$ cat config.mk
export PLATFORM = sky130hd
export DESIGN_NAME = dirty_row_band_tracker_unit
export DESIGN_NICKNAME = d
export VERILOG_FILES = /design/src/rtl/drbt_pkg.sv /design/src/rtl/drbt_ram.sv /design/src/rtl/drbt_ctrl.sv /design/src/rtl/drbt_dp.sv /design/src/rtl/dirty_row_band_tracker_unit.sv
export SDC_FILE = /design/constraint.sdc
export NUM_CORES = 1
export LEC_CHECK = 0
export ABC_AREA = 1
export BUFFER_PORTS_ARGS = -buffer_cell sky130_fd_sc_hd__buf_4
export CORE_UTILIZATION = 43
export CTS_CLUSTER_DIAMETER = 120
export DETAILED_ROUTE_END_ITERATION = 6
export GPL_ROUTABILITY_DRIVEN = 0
export HOLD_SLACK_MARGIN = 0.02
export PLACE_DENSITY_LB_ADDON = 0.12
export SLEW_MARGIN = 20
export SYNTH_ARGS = -nofsm -noshare
export SYNTH_HDL_FRONTEND = slang
export SYNTH_SLANG_ARGS = --single-unit
$ cat constraint.sdc
create_clock -name clk -period 7.52 [get_ports clk]
set_clock_uncertainty 0.1 [all_clocks]
set_input_delay 0.752 -clock clk [delete_from_list [all_inputs] [get_ports clk]]
set_output_delay 0.752 -clock clk [all_outputs]
set_load 0.05 [all_outputs]
$ cat src/rtl/drbt_pkg.sv
// shared constants, codes and controller/datapath interface types for the band tracker
`default_nettype none
package drbt_pkg;

	localparam int MAX_BAND_SLOTS = 8;
	localparam int PANEL_ROWS     = 240;

	localparam int ROW_W   = 8;
	localparam int COORD_W = 12;
	localparam int IDX_W   = (MAX_BAND_SLOTS > 1) ? $clog2(MAX_BAND_SLOTS) : 1;
	localparam int CNT_W   = $clog2(MAX_BAND_SLOTS + 1);

	localparam logic [ROW_W-1:0]          PANEL_LAST   = ROW_W'(PANEL_ROWS - 1);
	localparam logic signed [COORD_W-1:0] PANEL_ROWS_S = $signed(COORD_W'(PANEL_ROWS));
	localparam logic signed [COORD_W-1:0] PANEL_LAST_S = $signed(COORD_W'(PANEL_ROWS - 1));
	localparam logic [CNT_W-1:0]          SLOTS_CNT    = CNT_W'(MAX_BAND_SLOTS);

	typedef enum logic [1:0] {
		FUNC_MARK  = 2'd0,
		FUNC_ALL   = 2'd1,
		FUNC_CLEAR = 2'd2,
		FUNC_READ  = 2'd3
	} func_t;

	typedef enum logic [2:0] {
		STAT_IGNORED   = 3'd0,
		STAT_MERGED    = 3'd1,
		STAT_APPENDED  = 3'd2,
		STAT_COLLAPSED = 3'd3,
		STAT_ALL       = 3'd4,
		STAT_CLEARED   = 3'd5,
		STAT_READ      = 3'd6
	} stat_t;

	typedef enum logic [2:0] {
		ST_IDLE,
		ST_DECIDE,
		ST_RDWAIT,
		ST_SCAN,
		ST_FINISH
	} state_t;

	typedef enum logic [3:0] {
		OP_NONE,
		OP_LOAD,
		OP_OFFSCREEN,
		OP_MARK_ALL,
		OP_CLEAR,
		OP_READ_ISSUE,
		OP_READ_DONE,
		OP_SCAN_START,
		OP_SCAN_STEP,
		OP_FINISH
	} dp_op_t;

	typedef struct packed {
		dp_op_t op;
		logic   emit;
	} dp_cmd_t;

	typedef struct packed {
		func_t func;
		logic  offscreen;
		logic  count_zero;
		logic  scan_last;
	} dp_stat_t;

endpackage
`default_nettype wire

$ cat src/rtl/drbt_ram.sv
// generic single write port ram with registered, enabled read
`default_nettype none
module drbt_ram #(
	parameter int WIDTH = 16,
	parameter int DEPTH = 8
) (
	input  wire logic                                         clk,
	input  wire logic                                         we,
	input  wire logic [((DEPTH > 1) ? $clog2(DEPTH) : 1)-1:0] waddr,
	input  wire logic [WIDTH-1:0]                             wdata,
	input  wire logic                                         re,
	input  wire logic [((DEPTH > 1) ? $clog2(DEPTH) : 1)-1:0] raddr,
	output logic      [WIDTH-1:0]                             rdata
);
	logic [WIDTH-1:0] mem_q [DEPTH];
	logic [WIDTH-1:0] rdata_q;

	always_ff @(posedge clk) begin
		if (we) begin
			mem_q[waddr] <= wdata;
		end
		if (re) begin
			rdata_q <= mem_q[raddr];
		end
	end

	assign rdata = rdata_q;
endmodule
`default_nettype wire

$ cat src/rtl/drbt_ctrl.sv
// sequencer for the band tracker: decodes the item, steps the scan, owns the result handshake
`default_nettype none
module drbt_ctrl (
	input  wire logic               clk,
	input  wire logic               arst_n,
	input  wire logic               in_valid,
	output logic                    in_ready,
	output logic                    out_valid,
	input  wire logic               out_ready,
	input  wire drbt_pkg::dp_stat_t stat,
	output drbt_pkg::dp_cmd_t       cmd
);
	import drbt_pkg::*;

	state_t state_q, state_d;
	logic   out_valid_q, out_valid_d;
	logic   busy;

	always_ff @(posedge clk or negedge arst_n) begin
		if (!arst_n) begin
			state_q     <= ST_IDLE;
			out_valid_q <= 1'b0;
		end else begin
			state_q     <= state_d;
			out_valid_q <= out_valid_d;
		end
	end

	always_comb begin
		state_d  = state_q;
		cmd.op   = OP_NONE;
		cmd.emit = 1'b0;
		// result slot still held by the consumer
		busy     = out_valid_q && !out_ready;
		case (state_q)
			ST_IDLE: begin
				if (in_valid) begin
					cmd.op  = OP_LOAD;
					state_d = ST_DECIDE;
				end
			end
			ST_DECIDE: begin
				case (stat.func)
					FUNC_MARK: begin
						if (stat.offscreen) begin
							if (!busy) begin
								cmd.op   = OP_OFFSCREEN;
								cmd.emit = 1'b1;
								state_d  = ST_IDLE;
							end
						end else if (stat.count_zero) begin
							state_d = ST_FINISH;
						end else begin
							cmd.op  = OP_SCAN_START;
							state_d = ST_SCAN;
						end
					end
					FUNC_ALL: begin
						if (!busy) begin
							cmd.op   = OP_MARK_ALL;
							cmd.emit = 1'b1;
							state_d  = ST_IDLE;
						end
					end
					FUNC_CLEAR: begin
						if (!busy) begin
							cmd.op   = OP_CLEAR;
							cmd.emit = 1'b1;
							state_d  = ST_IDLE;
						end
					end
					default: begin
						cmd.op  = OP_READ_ISSUE;
						state_d = ST_RDWAIT;
					end
				endcase
			end
			ST_RDWAIT: begin
				if (!busy) begin
					cmd.op   = OP_READ_DONE;
					cmd.emit = 1'b1;
					state_d  = ST_IDLE;
				end
			end
			ST_SCAN: begin
				cmd.op = OP_SCAN_STEP;
				if (stat.scan_last) begin
					state_d = ST_FINISH;
				end
			end
			ST_FINISH: begin
				if (!busy) begin
					cmd.op   = OP_FINISH;
					cmd.emit = 1'b1;
					state_d  = ST_IDLE;
				end
			end
			default: begin
				state_d = ST_IDLE;
			end
		endcase

		if (cmd.emit) begin
			out_valid_d = 1'b1;
		end else if (out_ready) begin
			out_valid_d = 1'b0;
		end else begin
			out_valid_d = out_valid_q;
		end
	end

	assign in_ready  = (state_q == ST_IDLE);
	assign out_valid = out_valid_q;
endmodule
`default_nettype wire

$ cat src/rtl/drbt_dp.sv
// band tracker datapath: request clipping, band ram, scan compaction and result registers
`default_nettype none
module drbt_dp (
	input  wire logic                                clk,
	input  wire logic                                arst_n,
	input  wire logic [1:0]                          func,
	input  wire logic signed [drbt_pkg::COORD_W-1:0] first_row,
	input  wire logic signed [drbt_pkg::COORD_W-1:0] last_row,
	input  wire logic [2:0]                          band_index,
	input  wire drbt_pkg::dp_cmd_t                   cmd,
	output drbt_pkg::dp_stat_t                       stat,
	output logic [2:0]                               status,
	output logic [drbt_pkg::CNT_W-1:0]               band_count,
	output logic [drbt_pkg::ROW_W-1:0]               band_top,
	output logic [drbt_pkg::ROW_W-1:0]               band_bottom,
	output logic                                     band_valid
);
	import drbt_pkg::*;

	// request held for the whole item
	func_t              func_q;
	logic [ROW_W-1:0]   lo_q, hi_q;
	logic               offscr_q;
	logic [IDX_W-1:0]   idx_q;

	// band state and scan bookkeeping
	logic [CNT_W-1:0]   count_q, count_d;
	logic [CNT_W-1:0]   rd_ptr_q, wr_ptr_q;
	logic               found_q;
	logic [IDX_W-1:0]   pos_q;
	logic [ROW_W-1:0]   acc_t_lo_q, acc_t_hi_q, acc_a_lo_q, acc_a_hi_q;

	// result registers
	logic [2:0]         status_q;
	logic [CNT_W-1:0]   count_out_q;
	logic [ROW_W-1:0]   top_q, bottom_q;
	logic               valid_q;

	// load path
	logic signed [COORD_W-1:0] mn_s, mx_s;
	logic                      offscr_c;
	logic [ROW_W-1:0]          lo_c, hi_c;

	// ram ports
	logic                 we, re;
	logic [IDX_W-1:0]     waddr, raddr;
	logic [2*ROW_W-1:0]   wdata, rdata;

	logic [ROW_W-1:0] ent_first, ent_last;
	logic             touch;
	logic             rd_ok;
	stat_t            st_d;

	drbt_ram #(
		.WIDTH(2*ROW_W),
		.DEPTH(MAX_BAND_SLOTS)
	) u_band_ram (
		.clk  (clk),
		.we   (we),
		.waddr(waddr),
		.wdata(wdata),
		.re   (re),
		.raddr(raddr),
		.rdata(rdata)
	);

	// order, reject and clip the incoming span
	always_comb begin
		mn_s     = (first_row < last_row) ? first_row : last_row;
		mx_s     = (first_row < last_row) ? last_row : first_row;
		offscr_c = (mx_s < $signed(COORD_W'(0))) || (mn_s >= PANEL_ROWS_S);
		lo_c     = (mn_s < $signed(COORD_W'(0))) ? '0 : mn_s[ROW_W-1:0];
		hi_c     = (mx_s > PANEL_LAST_S) ? PANEL_LAST : mx_s[ROW_W-1:0];
	end

	assign ent_first = rdata[2*ROW_W-1:ROW_W];
	assign ent_last  = rdata[ROW_W-1:0];

	// overlap or adjacency with the band widened by one row each side
	assign touch = ({1'b0, lo_q} <= ({1'b0, ent_last} + (ROW_W+1)'(1))) &&
	               (({1'b0, hi_q} + (ROW_W+1)'(1)) >= {1'b0, ent_first});

	assign rd_ok = (CNT_W'(idx_q) < count_q);

	always_comb begin
		we      = 1'b0;
		waddr   = wr_ptr_q[IDX_W-1:0];
		wdata   = rdata;
		count_d = count_q;
		re      = 1'b0;
		raddr   = rd_ptr_q[IDX_W-1:0];
		st_d    = STAT_READ;
		case (cmd.op)
			OP_OFFSCREEN: begin
				st_d = STAT_IGNORED;
			end
			OP_MARK_ALL: begin
				we      = 1'b1;
				waddr   = '0;
				wdata   = {ROW_W'(0), PANEL_LAST};
				count_d = CNT_W'(1);
				st_d    = STAT_ALL;
			end
			OP_CLEAR: begin
				count_d = '0;
				st_d    = STAT_CLEARED;
			end
			OP_READ_ISSUE: begin
				re    = 1'b1;
				raddr = idx_q;
			end
			OP_SCAN_START: begin
				re    = 1'b1;
				raddr = '0;
			end
			OP_SCAN_STEP: begin
				re = 1'b1;
				// untouched bands slide down to the write pointer
				we = !touch;
			end
			OP_FINISH: begin
				we = 1'b1;
				if (found_q) begin
					waddr   = pos_q;
					wdata   = {acc_t_lo_q, acc_t_hi_q};
					count_d = wr_ptr_q;
					st_d    = STAT_MERGED;
				end else if (count_q < SLOTS_CNT) begin
					waddr   = count_q[IDX_W-1:0];
					wdata   = {lo_q, hi_q};
					count_d = count_q + CNT_W'(1);
					st_d    = STAT_APPENDED;
				end else begin
					waddr   = '0;
					wdata   = {acc_a_lo_q, acc_a_hi_q};
					count_d = CNT_W'(1);
					st_d    = STAT_COLLAPSED;
				end
			end
			default: begin
				st_d = STAT_READ;
			end
		endcase
	end

	always_ff @(posedge clk or negedge arst_n) begin
		if (!arst_n) begin
			count_q <= '0;
		end else begin
			count_q <= count_d;
		end
	end

	always_ff @(posedge clk) begin
		case (cmd.op)
			OP_LOAD: begin
				func_q     <= func_t'(func);
				lo_q       <= lo_c;
				hi_q       <= hi_c;
				offscr_q   <= offscr_c;
				idx_q      <= band_index[IDX_W-1:0];
				rd_ptr_q   <= CNT_W'(1);
				wr_ptr_q   <= '0;
				found_q    <= 1'b0;
				pos_q      <= '0;
				acc_t_lo_q <= lo_c;
				acc_t_hi_q <= hi_c;
				acc_a_lo_q <= lo_c;
				acc_a_hi_q <= hi_c;
			end
			OP_SCAN_STEP: begin
				rd_ptr_q <= rd_ptr_q + CNT_W'(1);
				if (ent_first < acc_a_lo_q) begin
					acc_a_lo_q <= ent_first;
				end
				if (ent_last > acc_a_hi_q) begin
					acc_a_hi_q <= ent_last;
				end
				if (touch) begin
					if (ent_first < acc_t_lo_q) begin
						acc_t_lo_q <= ent_first;
					end
					if (ent_last > acc_t_hi_q) begin
						acc_t_hi_q <= ent_last;
					end
					if (!found_q) begin
						// first touching band keeps its slot for the merged band
						found_q  <= 1'b1;
						pos_q    <= wr_ptr_q[IDX_W-1:0];
						wr_ptr_q <= wr_ptr_q + CNT_W'(1);
					end
				end else begin
					wr_ptr_q <= wr_ptr_q + CNT_W'(1);
				end
			end
			default: begin
			end
		endcase

		if (cmd.emit) begin
			status_q    <= st_d;
			count_out_q <= count_d;
			if (cmd.op == OP_READ_DONE && rd_ok) begin
				top_q    <= ent_first;
				bottom_q <= ent_last;
				valid_q  <= 1'b1;
			end else begin
				top_q    <= '0;
				bottom_q <= '0;
				valid_q  <= 1'b0;
			end
		end
	end

	assign stat.func       = func_q;
	assign stat.offscreen  = offscr_q;
	assign stat.count_zero = (count_q == '0);
	assign stat.scan_last  = (rd_ptr_q == count_q);

	assign status      = status_q;
	assign band_count  = count_out_q;
	assign band_top    = top_q;
	assign band_bottom = bottom_q;
	assign band_valid  = valid_q;
endmodule
`default_nettype wire

$ cat src/rtl/dirty_row_band_tracker_unit.sv
// top level of the dirty row band tracker: sequencer plus band datapath
`default_nettype none
// Tracks up to eight disjoint row bands of a 240-row panel that still need
// refresh. Each input item is one operation: mark a span of rows (ends in any
// order, signed, clipped to the panel, ignored when wholly off it), mark the
// whole panel, clear, or read back band band_index. A marked span merges with
// every band it overlaps or touches, in place of the first such band, with
// later bands shifting down; a span touching nothing is appended, and with all
// slots full everything collapses into one band. Exactly one result item comes
// back per input item. Bands live in a small ram with one read and one write
// port, and a mark walks it one entry per cycle. The result sits in an output
// register, so a new item is accepted while the previous result still waits;
// the block only stalls when a fresh result is ready and the old one has not
// been taken. No clearing pass is needed after reset: the pending count starts
// at zero and band entries are only used below it.
module dirty_row_band_tracker_unit (
	input  wire logic                                clk,
	input  wire logic                                arst_n,
	// request channel
	input  wire logic                                in_valid,
	output logic                                     in_ready,
	input  wire logic [1:0]                          func,
	input  wire logic signed [drbt_pkg::COORD_W-1:0] first_row,
	input  wire logic signed [drbt_pkg::COORD_W-1:0] last_row,
	input  wire logic [2:0]                          band_index,
	// result channel
	output logic                                     out_valid,
	input  wire logic                                out_ready,
	output logic [2:0]                               status,
	output logic [drbt_pkg::CNT_W-1:0]               band_count,
	output logic [drbt_pkg::ROW_W-1:0]               band_top,
	output logic [drbt_pkg::ROW_W-1:0]               band_bottom,
	output logic                                     band_valid
);
	import drbt_pkg::*;

	// command from sequencer, status back from datapath
	dp_cmd_t  cmd;
	dp_stat_t stat;

	drbt_ctrl u_ctrl (
		.clk      (clk),
		.arst_n   (arst_n),
		.in_valid (in_valid),
		.in_ready (in_ready),
		.out_valid(out_valid),
		.out_ready(out_ready),
		.stat     (stat),
		.cmd      (cmd)
	);

	drbt_dp u_dp (
		.clk        (clk),
		.arst_n     (arst_n),
		.func       (func),
		.first_row  (first_row),
		.last_row   (last_row),
		.band_index (band_index),
		.cmd        (cmd),
		.stat       (stat),
		.status     (status),
		.band_count (band_count),
		.band_top   (band_top),
		.band_bottom(band_bottom),
		.band_valid (band_valid)
	);
endmodule
`default_nettype wire

==> summary by stage <==
Status
The run finished with clean final reports.

Clock network
The tree built by TritonCTS fans out to 242 sinks. The number of buffers added by the clock tree synthesis step is 27. The deepest level of the CTS H-tree is 1.

After clock tree synthesis, the clock-pin slew on the worst setup and hold paths is 0.06 ns. TritonCTS built the clock tree. The cell at the root of the clock tree is clkbuf_16. After clock tree synthesis, the setup repair step added 0 buffers. The maximum root-to-sink buffer count is 3. The clock reaches the later pin of the worst-skew pair after 0.55 ns.

Place
The quantity of I/O buffers inserted on ports is 58. Detailed placement ended at an HPWL of between 20 and 25 mm. Once placement finished, the instance area stood at 13,700 um^2.

Routing
The count of antenna-violating nets left after detailed routing is 0. Using the TritonRoute via totals, the vias-per-cell ratio works out to roughly 5.1. The total detailed-routing wirelength is 31.6 mm. Across all layers, the routed design uses 9,227 vias.

In the routed design, unresolved DRC markers number 0. The first TritonRoute pass finished after 5 iterations. The average wire length per cell after detail routing is between 15 and 20 um. The violation count after the first detailed-routing iteration is 720.

STA
Setup violations remaining at the end of the flow were counted as 0. Setup repair after global routing left no endpoint under its margin. The number of failing hold endpoints at the final stage came to 0. The final count of pins violating max slew is 0. Subtracting the final worst setup slack from the clock period gives 4.33 ns. Static timing analysis puts the maximum clock frequency at approximately 0.23 GHz. Setup total negative slack on the finished layout was measured at 0 ns. In the finished design, the share of the clock period the worst path needs comes to 0.576. At the pin with the least slew margin, the transition time is 1.11 ns. Measured against its own limit, the worst slew margin works out to 0.259.

Setup path
The highest fanout seen on the critical path is 25. For the worst setup path, the data required time is 7.59 ns. Data on the critical path arrives at its endpoint at 4.40 ns. The nature of the critical path startpoint is a register.

STA classifies the critical path endpoint as a register. The kind of critical path is reg -> reg.

Synthesis
The share of synthesized area in the top cell type comes to 0.543. Among all cell types in the netlist, the one instantiated most often is nand2_1. The synthesized area divided by synthesized cell count is 9.69 um^2. After synthesis the cells add up to 13,000 um^2.

The number of distinct library cells after synthesis is 46. Synthesis produced a netlist with a net count of 1,438. Sorting the synthesized cells by how often they occur yields nand2_1, edfxtp_1, inv_1.

The share of the Yosys chip area taken by registers is 0.558. The flip-flop cell with the highest count after synthesis is edfxtp_1. The number of warning messages in the yosys log is 0. Counting flops with an async set or reset pin after synthesis yields a share of 0.0331. Synthesis handed over a netlist of 1,336 instances. Yosys mapped a number of flops with a built-in enable equal to 234.

The register bit total from synthesis is 242. Yosys attributes the largest share of cell area to edfxtp_1, nand2_1, ha_1. The cell taking the most area after synthesis is edfxtp_1.

Die
The floorplan die height is about 180 um. For this configuration, the core starts out at a cell density of 0.437. The area of the core region is 29,600 um^2. The floorplan step defined a die boundary enclosing 30,800 um^2. The width of the die is 176 um. The number of core rows is 63. In this run the count of I/O pins placed on the die edge is ~60.

Cells and area
The layout cell share with drive strength beyond 1 is 0.110. In the final layout, the multi-input gates occupy roughly 4600 um^2. From synthesis to final layout, the design area changed by 12.5%. The area of all sequential standard cells is 7230 um^2. The final non-filler cell area is 14,600 um^2. The layout has approximately 2.8k filler cells. The number of antenna diodes in the final layout is 0. At the end of the flow, the number of nets in the layout was approximately 1.5k. The utilization of the core after routing is 0.491.

Power
The worst-case IR drop observed on VDD is 229 uV. The leakage dissipation is 0.00642 uW. The total power per unit cell area is 408 nW/um^2.

Global routing
Entering global routing, the biggest net connects 66 pins. The total congestion overflow after global routing is 0. The first global-routing pass estimated 50.3 mm of wire. The number of global-route vias before repair is 9,064. The number of antenna violations at the first check in global routing is 0.

The total global routing track utilization is 0.212.

Flow run
The max-cap check violation count is 0.

Min path
The min-delay analysis places its worst path in the category in -> reg.
-- per-stage QoR --
step	instances	hold slack (ns)	total power [uW]	setup slack (ns)
after global placement	1745	0.481	4660	2.98
after CTS	1795	0.261	5990	3.13
after global routing	1795	0.270	6340	2.85
final	1795	0.286	5940	3.19
after floorplan	1336	0.356	3910	4.14
after detailed placement	1745	0.484	4680	2.79
-- placed cells by master (no fill, tap or decap), types with 4 or more instances in the layout --
master / n
nand2_1: 316
edfxtp_1: 234
inv_1: 205
nand3_1: 111
ha_1: 69
buf_4: 69
o21ai_0: 61
nor2_1: 57
nand3b_1: 51
a21oi_1: 36
clkbuf_16: 31
o211ai_1: 17
nor2_2: 13
o22ai_1: 13
xor2_1: 13
inv_2: 9
a31oi_1: 8
dfrtp_1: 8
clkinv_1: 7
nand2_2: 7
nor3_1: 7
nand4_1: 7
clkbuf_1: 6
o21ai_1: 5
xnor2_1: 4
-- area by class of cell --
| cell class | count | share of cell area |
|---|---|---|
| clock buffer | 38 | 0.0557 |
| timing repair buffer | 70 | 0.0362 |
| multi-input combinational | 828 | 0.318 |
| sequential | 242 | 0.496 |
| clock inverter | 11 | 0.00498 |
| inverter | 216 | 0.0557 |
| tap | 390 | 0.0335 |
-- logic make-up after synthesis --
group / after synthesis / share of synthesized area
AOI/OAI and AO/OA: 158 / 0.0714
xor gates and xnor gates: 17 / 0.0115
adders and majority gates: 69 / 0.0667
buffers and inverters: 266 / 0.0865
DFF: 242 / 0.558
and+or+nand+nor: 584 / 0.206
-- power by group --
part           switching [uW]  internal [uW]
Sequential                236           2020
Clock                     536            757
Combinational            1690            693
Total                    2460           3470
-- critical path, cell delays in order (launching register included) --
cell and delay, ns:
dfrtp_1 0.38, inv_1 0.05, or2_1 0.29, nand3_1 0.71, nand2_1 0.24, clkinv_1 0.14
nand2_4 0.14, nand3_2 0.25, nand2_2 0.45, inv_1 0.13, nand2_1 0.15, nand2_1 0.16
nor2_2 0.75
-- sequential cells by signal, indices dropped and copies added, names as in the netlist, 3 cells and up --
name and cells:
u_dp.acc_t_lo_q 8, u_dp.u_band_ram.mem_q 128, u_dp.band_bottom 8, u_dp.band_count 4
u_dp.acc_a_lo_q 8, u_dp.count_q 4, u_dp.rd_ptr_q 4, u_dp.idx_q 3
u_dp.acc_a_hi_q 8, u_dp.pos_q 3, u_dp.band_top 8, u_dp.hi_q 8
u_dp.status 3, u_dp.lo_q 8, u_dp.u_band_ram.rdata 16, u_ctrl.state_q 3
u_dp.acc_t_hi_q 8, u_dp.wr_ptr_q 4
-- metal layers --
layer  routed length, um  up-vias  global-route usage
li1                    -     4583                   -
met3                1490       41              0.0238
met5                   0        -                   0
met2               14900      236               0.354
met1               14600     4367               0.293
met4                 565        0              0.0525
-- repair_timing --
item,in CTS,in global routing
hold buffers,1,0
endpoints found under the hold margin,8,0
resized for setup,0,0
-- path summary, 6_finish.rpt --
check                      slack, ns             start  cells after the start                     endpoint
min                             0.29           func[1]                      1               u_dp.func_q[1]
max reg2reg                     3.19  u_ctrl.out_valid                     12  u_dp.u_band_ram.mem_q[5][4]
max                             3.19  u_ctrl.out_valid                     12  u_dp.u_band_ram.mem_q[5][4]
min in group asynchronous       0.46            arst_n                      2              u_dp.count_q[0]
max in group asynchronous       6.71            arst_n                      2              u_dp.count_q[1]
min reg2reg                     0.53  u_dp.wr_ptr_q[3]                      2             u_dp.wr_ptr_q[3]
Power figures use the tool's default switching activity.
